### src/sv/bsfd_pkg.sv
`timescale 1ns / 1ps
// ----------------------------------------------------------------------------
// bsfd_pkg
// Shared types and constants of the byte-stuffed frame deframer.
// ----------------------------------------------------------------------------
package bsfd_pkg;

  localparam int CntW       = 10;
  localparam int ByteW      = 8;
  localparam int PayloadMax = 208 + 1 + 2;  // largest payload incl. cmd and crc
  localparam int LimitRst   = PayloadMax * 2 + 2;

  localparam logic [ByteW-1:0] StartDelim = 8'hC0;
  localparam logic [ByteW-1:0] EndDelim   = 8'hC1;
  localparam logic [ByteW-1:0] EscapeSym  = 8'h7D;
  localparam logic [ByteW-1:0] EscapeXor  = 8'h02;

  localparam logic [CntW-1:0] LimitReset = CntW'(LimitRst);

  typedef enum logic [0:0] {
    OpByte = 1'b0,
    OpDrop = 1'b1
  } opcode_e;

  typedef enum logic [2:0] {
    KindData     = 3'd0,
    KindEnd      = 3'd1,
    KindEndEsc   = 3'd2,
    KindOverflow = 3'd3,
    KindDropped  = 3'd4
  } kind_e;

  typedef struct packed {
    opcode_e          opcode;
    logic [ByteW-1:0] rx_byte;
  } item_t;

  typedef struct packed {
    logic             valid;
    kind_e            kind;
    logic [ByteW-1:0] data_byte;
    logic [CntW-1:0]  frame_length;
  } result_t;

endpackage

### src/sv/bsfd_regs.sv
`timescale 1ns / 1ps
// ----------------------------------------------------------------------------
// bsfd_regs
// APB register file holding the frame raw byte limit.
// ----------------------------------------------------------------------------
module bsfd_regs (
  input  logic                       clk_i,
  input  logic                       rst_ni,
  input  logic                       psel,
  input  logic                       penable,
  input  logic                       pwrite,
  input  logic [2:0]                 paddr,
  input  logic [31:0]                pwdata,
  output logic [31:0]                prdata,
  output logic                       pready,
  output logic [bsfd_pkg::CntW-1:0]  max_frame_bytes_o
);
  import bsfd_pkg::*;

  localparam logic RegMaxFrame = 1'b0;

  logic [CntW-1:0] max_q, max_d;
  logic            wr_en;

  assign pready = 1'b1;
  assign wr_en  = psel && penable && pwrite && (paddr[2] == RegMaxFrame);

  always_comb begin
    max_d = max_q;
    if (wr_en) begin
      max_d = pwdata[CntW-1:0];
    end
  end

  always_ff @(posedge clk_i or negedge rst_ni) begin
    if (!rst_ni) begin
      max_q <= LimitReset;
    end else begin
      max_q <= max_d;
    end
  end

  always_comb begin
    prdata = '0;
    if (paddr[2] == RegMaxFrame) begin
      prdata = {{(32-CntW){1'b0}}, max_q};
    end
  end

  assign max_frame_bytes_o = max_q;

endmodule

### src/sv/bsfd_core.sv
`timescale 1ns / 1ps
// ----------------------------------------------------------------------------
// bsfd_core
// Frame state and per-byte unstuffing decision for one item.
// ----------------------------------------------------------------------------
module bsfd_core #(
  parameter int LimW = 11
) (
  input  logic               clk_i,
  input  logic               rst_ni,
  input  logic               advance_i,
  input  bsfd_pkg::item_t    item_i,
  input  logic [LimW-1:0]    limit_i,
  output bsfd_pkg::result_t  result_o
);
  import bsfd_pkg::*;

  logic            in_frame_q, in_frame_d;
  logic            esc_q, esc_d;
  logic [CntW-1:0] raw_q, raw_d;
  logic [CntW-1:0] dec_q, dec_d;
  logic            at_limit;

  assign at_limit = LimW'(raw_q) >= limit_i;

  always_comb begin
    in_frame_d = in_frame_q;
    esc_d      = esc_q;
    raw_d      = raw_q;
    dec_d      = dec_q;
    result_o   = '{valid: 1'b0, kind: KindData, data_byte: '0, frame_length: '0};

    if (item_i.opcode == OpDrop) begin
      if (in_frame_q) begin
        result_o = '{valid: 1'b1, kind: KindDropped, data_byte: '0, frame_length: dec_q};
        in_frame_d = 1'b0;
        esc_d      = 1'b0;
        raw_d      = '0;
        dec_d      = '0;
      end
    end else if (!in_frame_q) begin
      // hunting: only the start delimiter opens a frame
      if (item_i.rx_byte == StartDelim) begin
        in_frame_d = 1'b1;
        esc_d      = 1'b0;
        raw_d      = '0;
        dec_d      = '0;
      end
    end else if (at_limit || item_i.rx_byte == EndDelim) begin
      if (at_limit) begin
        result_o.kind = KindOverflow;
      end else if (esc_q) begin
        result_o.kind = KindEndEsc;
      end else begin
        result_o.kind = KindEnd;
      end
      result_o.valid        = 1'b1;
      result_o.frame_length = dec_q;
      in_frame_d = 1'b0;
      esc_d      = 1'b0;
      raw_d      = '0;
      dec_d      = '0;
    end else begin
      raw_d = raw_q + 1'b1;
      if (esc_q) begin
        esc_d = 1'b0;
        dec_d = dec_q + 1'b1;
        result_o.valid     = 1'b1;
        result_o.data_byte = item_i.rx_byte ^ EscapeXor;
      end else if (item_i.rx_byte == EscapeSym) begin
        esc_d = 1'b1;
      end else begin
        dec_d = dec_q + 1'b1;
        result_o.valid     = 1'b1;
        result_o.data_byte = item_i.rx_byte;
      end
    end
  end

  always_ff @(posedge clk_i or negedge rst_ni) begin
    if (!rst_ni) begin
      in_frame_q <= 1'b0;
      esc_q      <= 1'b0;
      raw_q      <= '0;
      dec_q      <= '0;
    end else if (advance_i) begin
      in_frame_q <= in_frame_d;
      esc_q      <= esc_d;
      raw_q      <= raw_d;
      dec_q      <= dec_d;
    end
  end

endmodule

### src/sv/byte_stuffed_frame_deframer_unit.sv
`timescale 1ns / 1ps
// latency: an input transfer is registered in the input stage, its result in the result register on the master side
// throughput: one byte per cycle while m_tready does not stall a held result, set by the frame state update
// bytes that give no result (idle bytes, escapes, start) still take one slot
// reset: asynchronous active low, hunting for start, limit register at 424
// ----------------------------------------------------------------------------
// byte_stuffed_frame_deframer_unit
// Streaming byte unstuffing deframer with delimiters, escapes and a raw limit.
// ----------------------------------------------------------------------------
module byte_stuffed_frame_deframer_unit #(
  parameter int RAW_LIMIT_MAX = 1024
) (
  input  logic        clk_i,
  input  logic        rst_ni,
  input  logic        psel,
  input  logic        penable,
  input  logic        pwrite,
  input  logic [2:0]  paddr,
  input  logic [31:0] pwdata,
  output logic [31:0] prdata,
  output logic        pready,
  input  logic        s_tvalid,
  output logic        s_tready,
  input  logic [7:0]  s_tdata,   // rx_byte[7:0]
  input  logic        s_tuser,   // opcode[0]
  output logic        m_tvalid,
  input  logic        m_tready,
  output logic [23:0] m_tdata,   // data_byte[7:0], frame_length[17:8], zero[23:18]
  output logic [2:0]  m_tuser    // kind[2:0]
);
  import bsfd_pkg::*;

  localparam int RawLimW = $clog2(RAW_LIMIT_MAX + 1);
  localparam int LimW    = (RawLimW > CntW) ? RawLimW : CntW;

  logic [CntW-1:0] max_frame_bytes;
  logic [LimW-1:0] max_ext, limit;
  logic            in_valid_q, in_valid_d;
  item_t           item_q;
  logic            advance;
  result_t         result;
  logic            out_valid_q, out_valid_d;
  result_t         out_q;

  bsfd_regs u_regs (
    .clk_i             (clk_i),
    .rst_ni            (rst_ni),
    .psel              (psel),
    .penable           (penable),
    .pwrite            (pwrite),
    .paddr             (paddr),
    .pwdata            (pwdata),
    .prdata            (prdata),
    .pready            (pready),
    .max_frame_bytes_o (max_frame_bytes)
  );

  assign max_ext = LimW'(max_frame_bytes);
  assign limit   = (max_ext > LimW'(RAW_LIMIT_MAX)) ? LimW'(RAW_LIMIT_MAX) : max_ext;

  // input stage moves on when the result register is free or being drained
  assign advance  = in_valid_q && (!out_valid_q || m_tready);
  assign s_tready = !in_valid_q || advance;

  always_comb begin
    in_valid_d = in_valid_q;
    if (s_tvalid && s_tready) begin
      in_valid_d = 1'b1;
    end else if (advance) begin
      in_valid_d = 1'b0;
    end
  end

  always_ff @(posedge clk_i or negedge rst_ni) begin
    if (!rst_ni) begin
      in_valid_q <= 1'b0;
    end else begin
      in_valid_q <= in_valid_d;
    end
  end

  always_ff @(posedge clk_i) begin
    if (s_tvalid && s_tready) begin
      item_q <= '{opcode: opcode_e'(s_tuser), rx_byte: s_tdata};
    end
  end

  bsfd_core #(
    .LimW (LimW)
  ) u_core (
    .clk_i     (clk_i),
    .rst_ni    (rst_ni),
    .advance_i (advance),
    .item_i    (item_q),
    .limit_i   (limit),
    .result_o  (result)
  );

  always_comb begin
    out_valid_d = out_valid_q;
    if (advance) begin
      out_valid_d = result.valid;
    end else if (m_tready) begin
      out_valid_d = 1'b0;
    end
  end

  always_ff @(posedge clk_i or negedge rst_ni) begin
    if (!rst_ni) begin
      out_valid_q <= 1'b0;
    end else begin
      out_valid_q <= out_valid_d;
    end
  end

  always_ff @(posedge clk_i) begin
    if (advance && result.valid) begin
      out_q <= result;
    end
  end

  assign m_tvalid = out_valid_q;
  assign m_tdata  = {6'b0, out_q.frame_length, out_q.data_byte};
  assign m_tuser  = out_q.kind;

  // a data byte never carries a length, and frame events never carry data
  a_data_no_len: assert property (@(posedge clk_i) disable iff (!rst_ni)
    m_tvalid && m_tuser == KindData |-> m_tdata[17:8] == '0)
    else $error("data transfer with nonzero frame length");

  a_event_no_data: assert property (@(posedge clk_i) disable iff (!rst_ni)
    m_tvalid && m_tuser != KindData |-> m_tdata[7:0] == '0)
    else $error("frame event with nonzero data byte");

  a_stall_cause: assert property (@(posedge clk_i) disable iff (!rst_ni)
    !s_tready |-> in_valid_q && out_valid_q && !m_tready)
    else $error("input stalled without a blocked result");

  a_held_result: assert property (@(posedge clk_i) disable iff (!rst_ni)
    out_valid_q && !m_tready |=> out_valid_q && $stable(out_q))
    else $error("pending result changed while stalled");

endmodule

### config.mk
export PLATFORM = sky130hd
export DESIGN_NAME = byte_stuffed_frame_deframer_unit
export DESIGN_NICKNAME = d
export VERILOG_FILES = /design/src/sv/bsfd_pkg.sv /design/src/sv/bsfd_regs.sv /design/src/sv/bsfd_core.sv /design/src/sv/byte_stuffed_frame_deframer_unit.sv
export SDC_FILE = /design/constraint.sdc
export NUM_CORES = 1
export LEC_CHECK = 0
export BUFFER_PORTS_ARGS = -buffer_cell sky130_fd_sc_hd__clkbuf_2
export CORE_UTILIZATION = 34
export CTS_CLUSTER_SIZE = 16
export DETAILED_ROUTE_END_ITERATION = 16
export SYNTH_ARGS = -nofsm -noshare
export SYNTH_HDL_FRONTEND = slang
export SYNTH_SLANG_ARGS = --single-unit
### constraint.sdc
create_clock -name clk_i -period 4.6 [get_ports clk_i]
set_input_delay 0.23 -clock clk_i [delete_from_list [all_inputs] [get_ports clk_i]]
set_output_delay 0.23 -clock clk_i [all_outputs]
set_load 0.01 [all_outputs]
==> results.md <==
- The flow ran to the end, and the final reports show no timing, DRC or antenna violations.
- In this run, post-CTS hold repair placed 0 buffers.
- The transition at the pin with the smallest max-transition slack is between 1 and 1.5 ns.
- The global-route total usage across every layer is 0.137.
- By area, the combinational part of the netlist is dominated by simple AND/OR/NAND/NOR gates.
- The type of element capturing the critical path is a flip-flop.
- Of the total synthesized cell area, the portion taken by AND, OR, NAND and NOR gates is 0.164.
- The H-tree generated during clock tree synthesis spans 3 levels.
- Of all cell types, the one taking the most synthesized area is edfxtp_1.
- Setup repair after global routing left no endpoint under its margin.
- The final count of pins violating max slew came to 0.
- The tree built by TritonCTS fans out to 64 sinks.
- Clock-pin slew was measured on the worst setup and hold paths at around 0.070 ns.
- For this run, the top clock speed supported by timing is between 300 and 400 MHz.
- The synthesis-stage register bit count is 64.
- The routability-driven placement congestion ratio is about 0.82.
- The portion of total power attributed to the clock network is 0.353.
- The internal portion of the total power is roughly 0.97 mW.
- The total placed instance area is approximately 3700 um2.
- The synthesis warning total is 0.
- The clock skew is roughly 0.011 ns.
- The routed wirelength normalized by instance count is around 13 um.
- The relative max-transition margin is 0.178.
- The required time reported for the critical path endpoint is around 4.6 ns.
- In this run the clock root is driven by a clkbuf_8.
- The maximum VDD drop is 0.167 mV.
- Max-cap violations in this run came to 0.
- The mux cell area share after synthesis is 0.0454.
- The source-to-sink clock delay at the later pin of the worst-skew pair is 0.35 ns.
- For this run, the register share of the synthesized area comes to 0.523.
- The fraction of synthesized cell area taken by the top area cell type is 0.268.
- Ranked by instance count, the synthesized netlist is headed by dfrtp_1 (30), edfxtp_1 (30), buf_4 (29).
- The worst setup path is of the flip-flop to flip-flop kind.
- The number of hold-slack violations in the final timing report is 0.
- TritonCTS built the clock tree.
- The wire length of the first global-routing pass is between 10000 and 15000 um.
- From synthesis to final layout, the design area changed by 15.5%.
- The share of total power dissipated in sequential elements is 0.499.
- In this run the vertical extent of the chip is between 100 and 150 um.
- The time the final worst path needs with I/O delays and setup is 3.05 ns.
- The count of nets left with antenna violations once routing finished came out at 0.
- The worst register-to-register path begins at u_regs.max_frame_bytes_o[8].
- The leakage power total is 1.80 nW.
- The fraction of the mapped netlist area in compound gates is 0.117.
- The diode insertion count for antenna repair is 0.
- For this block, the initial DRC count from the detailed router was roughly 130.
- After detailed routing, the number of remaining DRC violations is 0.
- In the synthesized netlist the dominant register cell turns out to be edfxtp_1.
- The design area is around 3900 um2.
- The post-detailed-routing wire length is between 6000 and 7000 um.
- The number of setup buffers added after CTS is 0.
- Power spread over the standard cell area amounts to approximately 340 nW/um2.
- The critical path launch point is u_regs.max_frame_bytes_o[8].
- The detailed router placed about 2500 vias in this run.
- In the synthesized netlist, the number of instances is around 310.
- The starting density of the core is 0.357.
- The analysis attributes to net switching a power of between 0.3 and 0.4 mW.
- Dividing the final minimum period by the clock period gives 0.663.
- The cell area after synthesis is 3360 um2.
- The final layout contains 433 nets.
- The number of detailed-route iterations in the first pass is 5.
- After floorplanning, the core was divided into 35 placement rows.
- The fraction of final layout cells with drive strength greater than 1 is 0.248.
- In the routed layout, each cell is associated on average with a via count of around 5.0.
- STA puts the critical path data arrival time at roughly 3.0 ns.
- The horizontal die dimension is just over 100 um.
- Of all nets on the critical path, the largest fanout is 26.
- The die covers slightly above 10000 um2.
- The proportion of power drawn by combinational gates is 0.148.
- Global routing finished with a remaining overflow of 0.
- The fraction of registers with async set/reset is 0.531.
- The number of global-route vias before repair was approximately 2300.
- The number of distinct library cells after synthesis is 46.
- In this run, post-CTS repair resized a total of 0 instances.
- The area share of fa/ha/maj cells after synthesis is 0.0447.
- STA classifies the critical path startpoint as a flip-flop.
- The clock tree buffer depth is 2.
- The count of flip-flops with a built-in enable after synthesis is 30.
- The number of buffer cells added on primary ports is 59.
- After legalization and detailed placement, the total HPWL measured approximately 4800 um.
- Yosys attributes the largest share of cell area to edfxtp_1 (27%), dfrtp_1 (22%), buf_4 (6.5%).
- The post-synthesis share of cell area spent on xor and xnor gates is 0.00261.
- The largest net degree at the start of global routing is 35.
- The total CTS buffers is 9.
- The floorplan core area is around 9400 um2.
- Of the total power, the share spent switching nets is 0.274.
- The path class of the tightest hold or removal check is input port to asynchronous set/reset pin.
- The mean area per synthesized cell is ~11 um2.
- Setup violations remaining at the end of the flow were counted as 0.
- The initial antenna violation count was 0.
- The final-layout setup total negative slack is 0 ns.
- The boundary pin count is between 100 and 150.
## through the flow
stage / hold slack [ns] / util / setup WS [ns] / std cells / power [mW]
detailed placement: 0.406 / 0.392 / 1.56 / 488 / 0.873
floorplan: -0.0656 / - / 0.916 / 338 / 0.822
global placement: 0.395 / 0.392 / 1.62 / 488 / 0.866
finish: 0.00667 / 0.412 / 1.55 / 504 / 1.33
global route: 0.0405 / 0.412 / 1.35 / 504 / 1.40
CTS: 0.0375 / 0.412 / 1.54 / 504 / 1.34
## logic make-up after synthesis
logic type,Yosys count
AOI/OAI and AO/OA,58
and+or+nand+nor,99
buffers and inverters,61
other,2
muxes,14
xor gates and xnor gates,1
DFF,64
adders and majority gates,12
## final timing paths
path                                          endpoint  slack, ns  depth (start not counted)
max in group asynchronous              u_core.dec_q[9]       4.03                          1
setup / recovery                           m_tdata[16]       1.55                          7
hold / removal             u_regs.max_frame_bytes_o[1]      0.007                          1
min in group clk_i                           item_q[6]       0.05                          1
hold reg to reg            u_regs.max_frame_bytes_o[2]       0.51                          1
setup reg to reg                           m_tdata[16]       1.55                          7
## flip-flops by register name, indices dropped and copies added, names as in the netlist
signal	cells
m_tdata	18
u_core.dec_q	10
u_core.raw_q	10
u_regs.max_frame_bytes_o	10
item_q	9
m_tuser	3
in_valid_q	1
m_tvalid	1
u_core.esc_q	1
u_core.in_frame_q	1
## critical path, stage by stage (launching register included)
cell	delay (ns)
dfstp_2	0.53
inv_1	0.05
ha_1	0.28
and3_1	0.20
nand3_1	0.12
o31a_1	0.25
buf_4	0.23
a311oi_4	1.00
## routing by layer
layer | up-vias | GRT usage | wire [um]
li1 | 1208 | - | -
met4 | 0 | 0.0669 | 96
met2 | 73 | 0.226 | 3330
met1 | 1206 | 0.175 | 2900
met5 | - | 0 | 0
met3 | 8 | 0.0221 | 281
## placed cells by master, fill, tap and decap left out, types with 4 or more instances in the layout
cell	count
nor2_1	14
clkbuf_8	9
or3_1	4
o22ai_1	6
dfstp_2	4
mux2i_1	4
nand3_1	11
nand2b_1	6
mux2_2	10
conb_1	29
o31ai_1	5
and2_1	12
edfxtp_1	30
a21oi_1	11
ha_1	12
a31oi_1	11
nand2_1	13
dfrtp_1	30
inv_1	21
and3_1	15
nand4_1	10
clkbuf_2	59
o21ai_0	5
## power by group through the flow
stage	clock network, mW	registers [mW]	logic, mW
2_1_floorplan	0	0.667	0.155
3_3_place_gp	0	0.674	0.192
3_5_place_dp	0	0.676	0.197
4_1_cts	0.480	0.664	0.197
5_1_grt	0.507	0.669	0.225
6_report	0.470	0.664	0.197
## cell type report
cell class / count / area [um2]
Tap cell: 129 / 161
Multi-Input combinational cell: 213 / 1380
Clock inverter: 6 / 61.3
Inverter: 21 / 78.8
Timing Repair Buffer: 61 / 310
Fill cell: 922 / 5540
Sequential cell: 64 / 1760
Clock buffer: 10 / 128
Power figures use the tool's default switching activity.
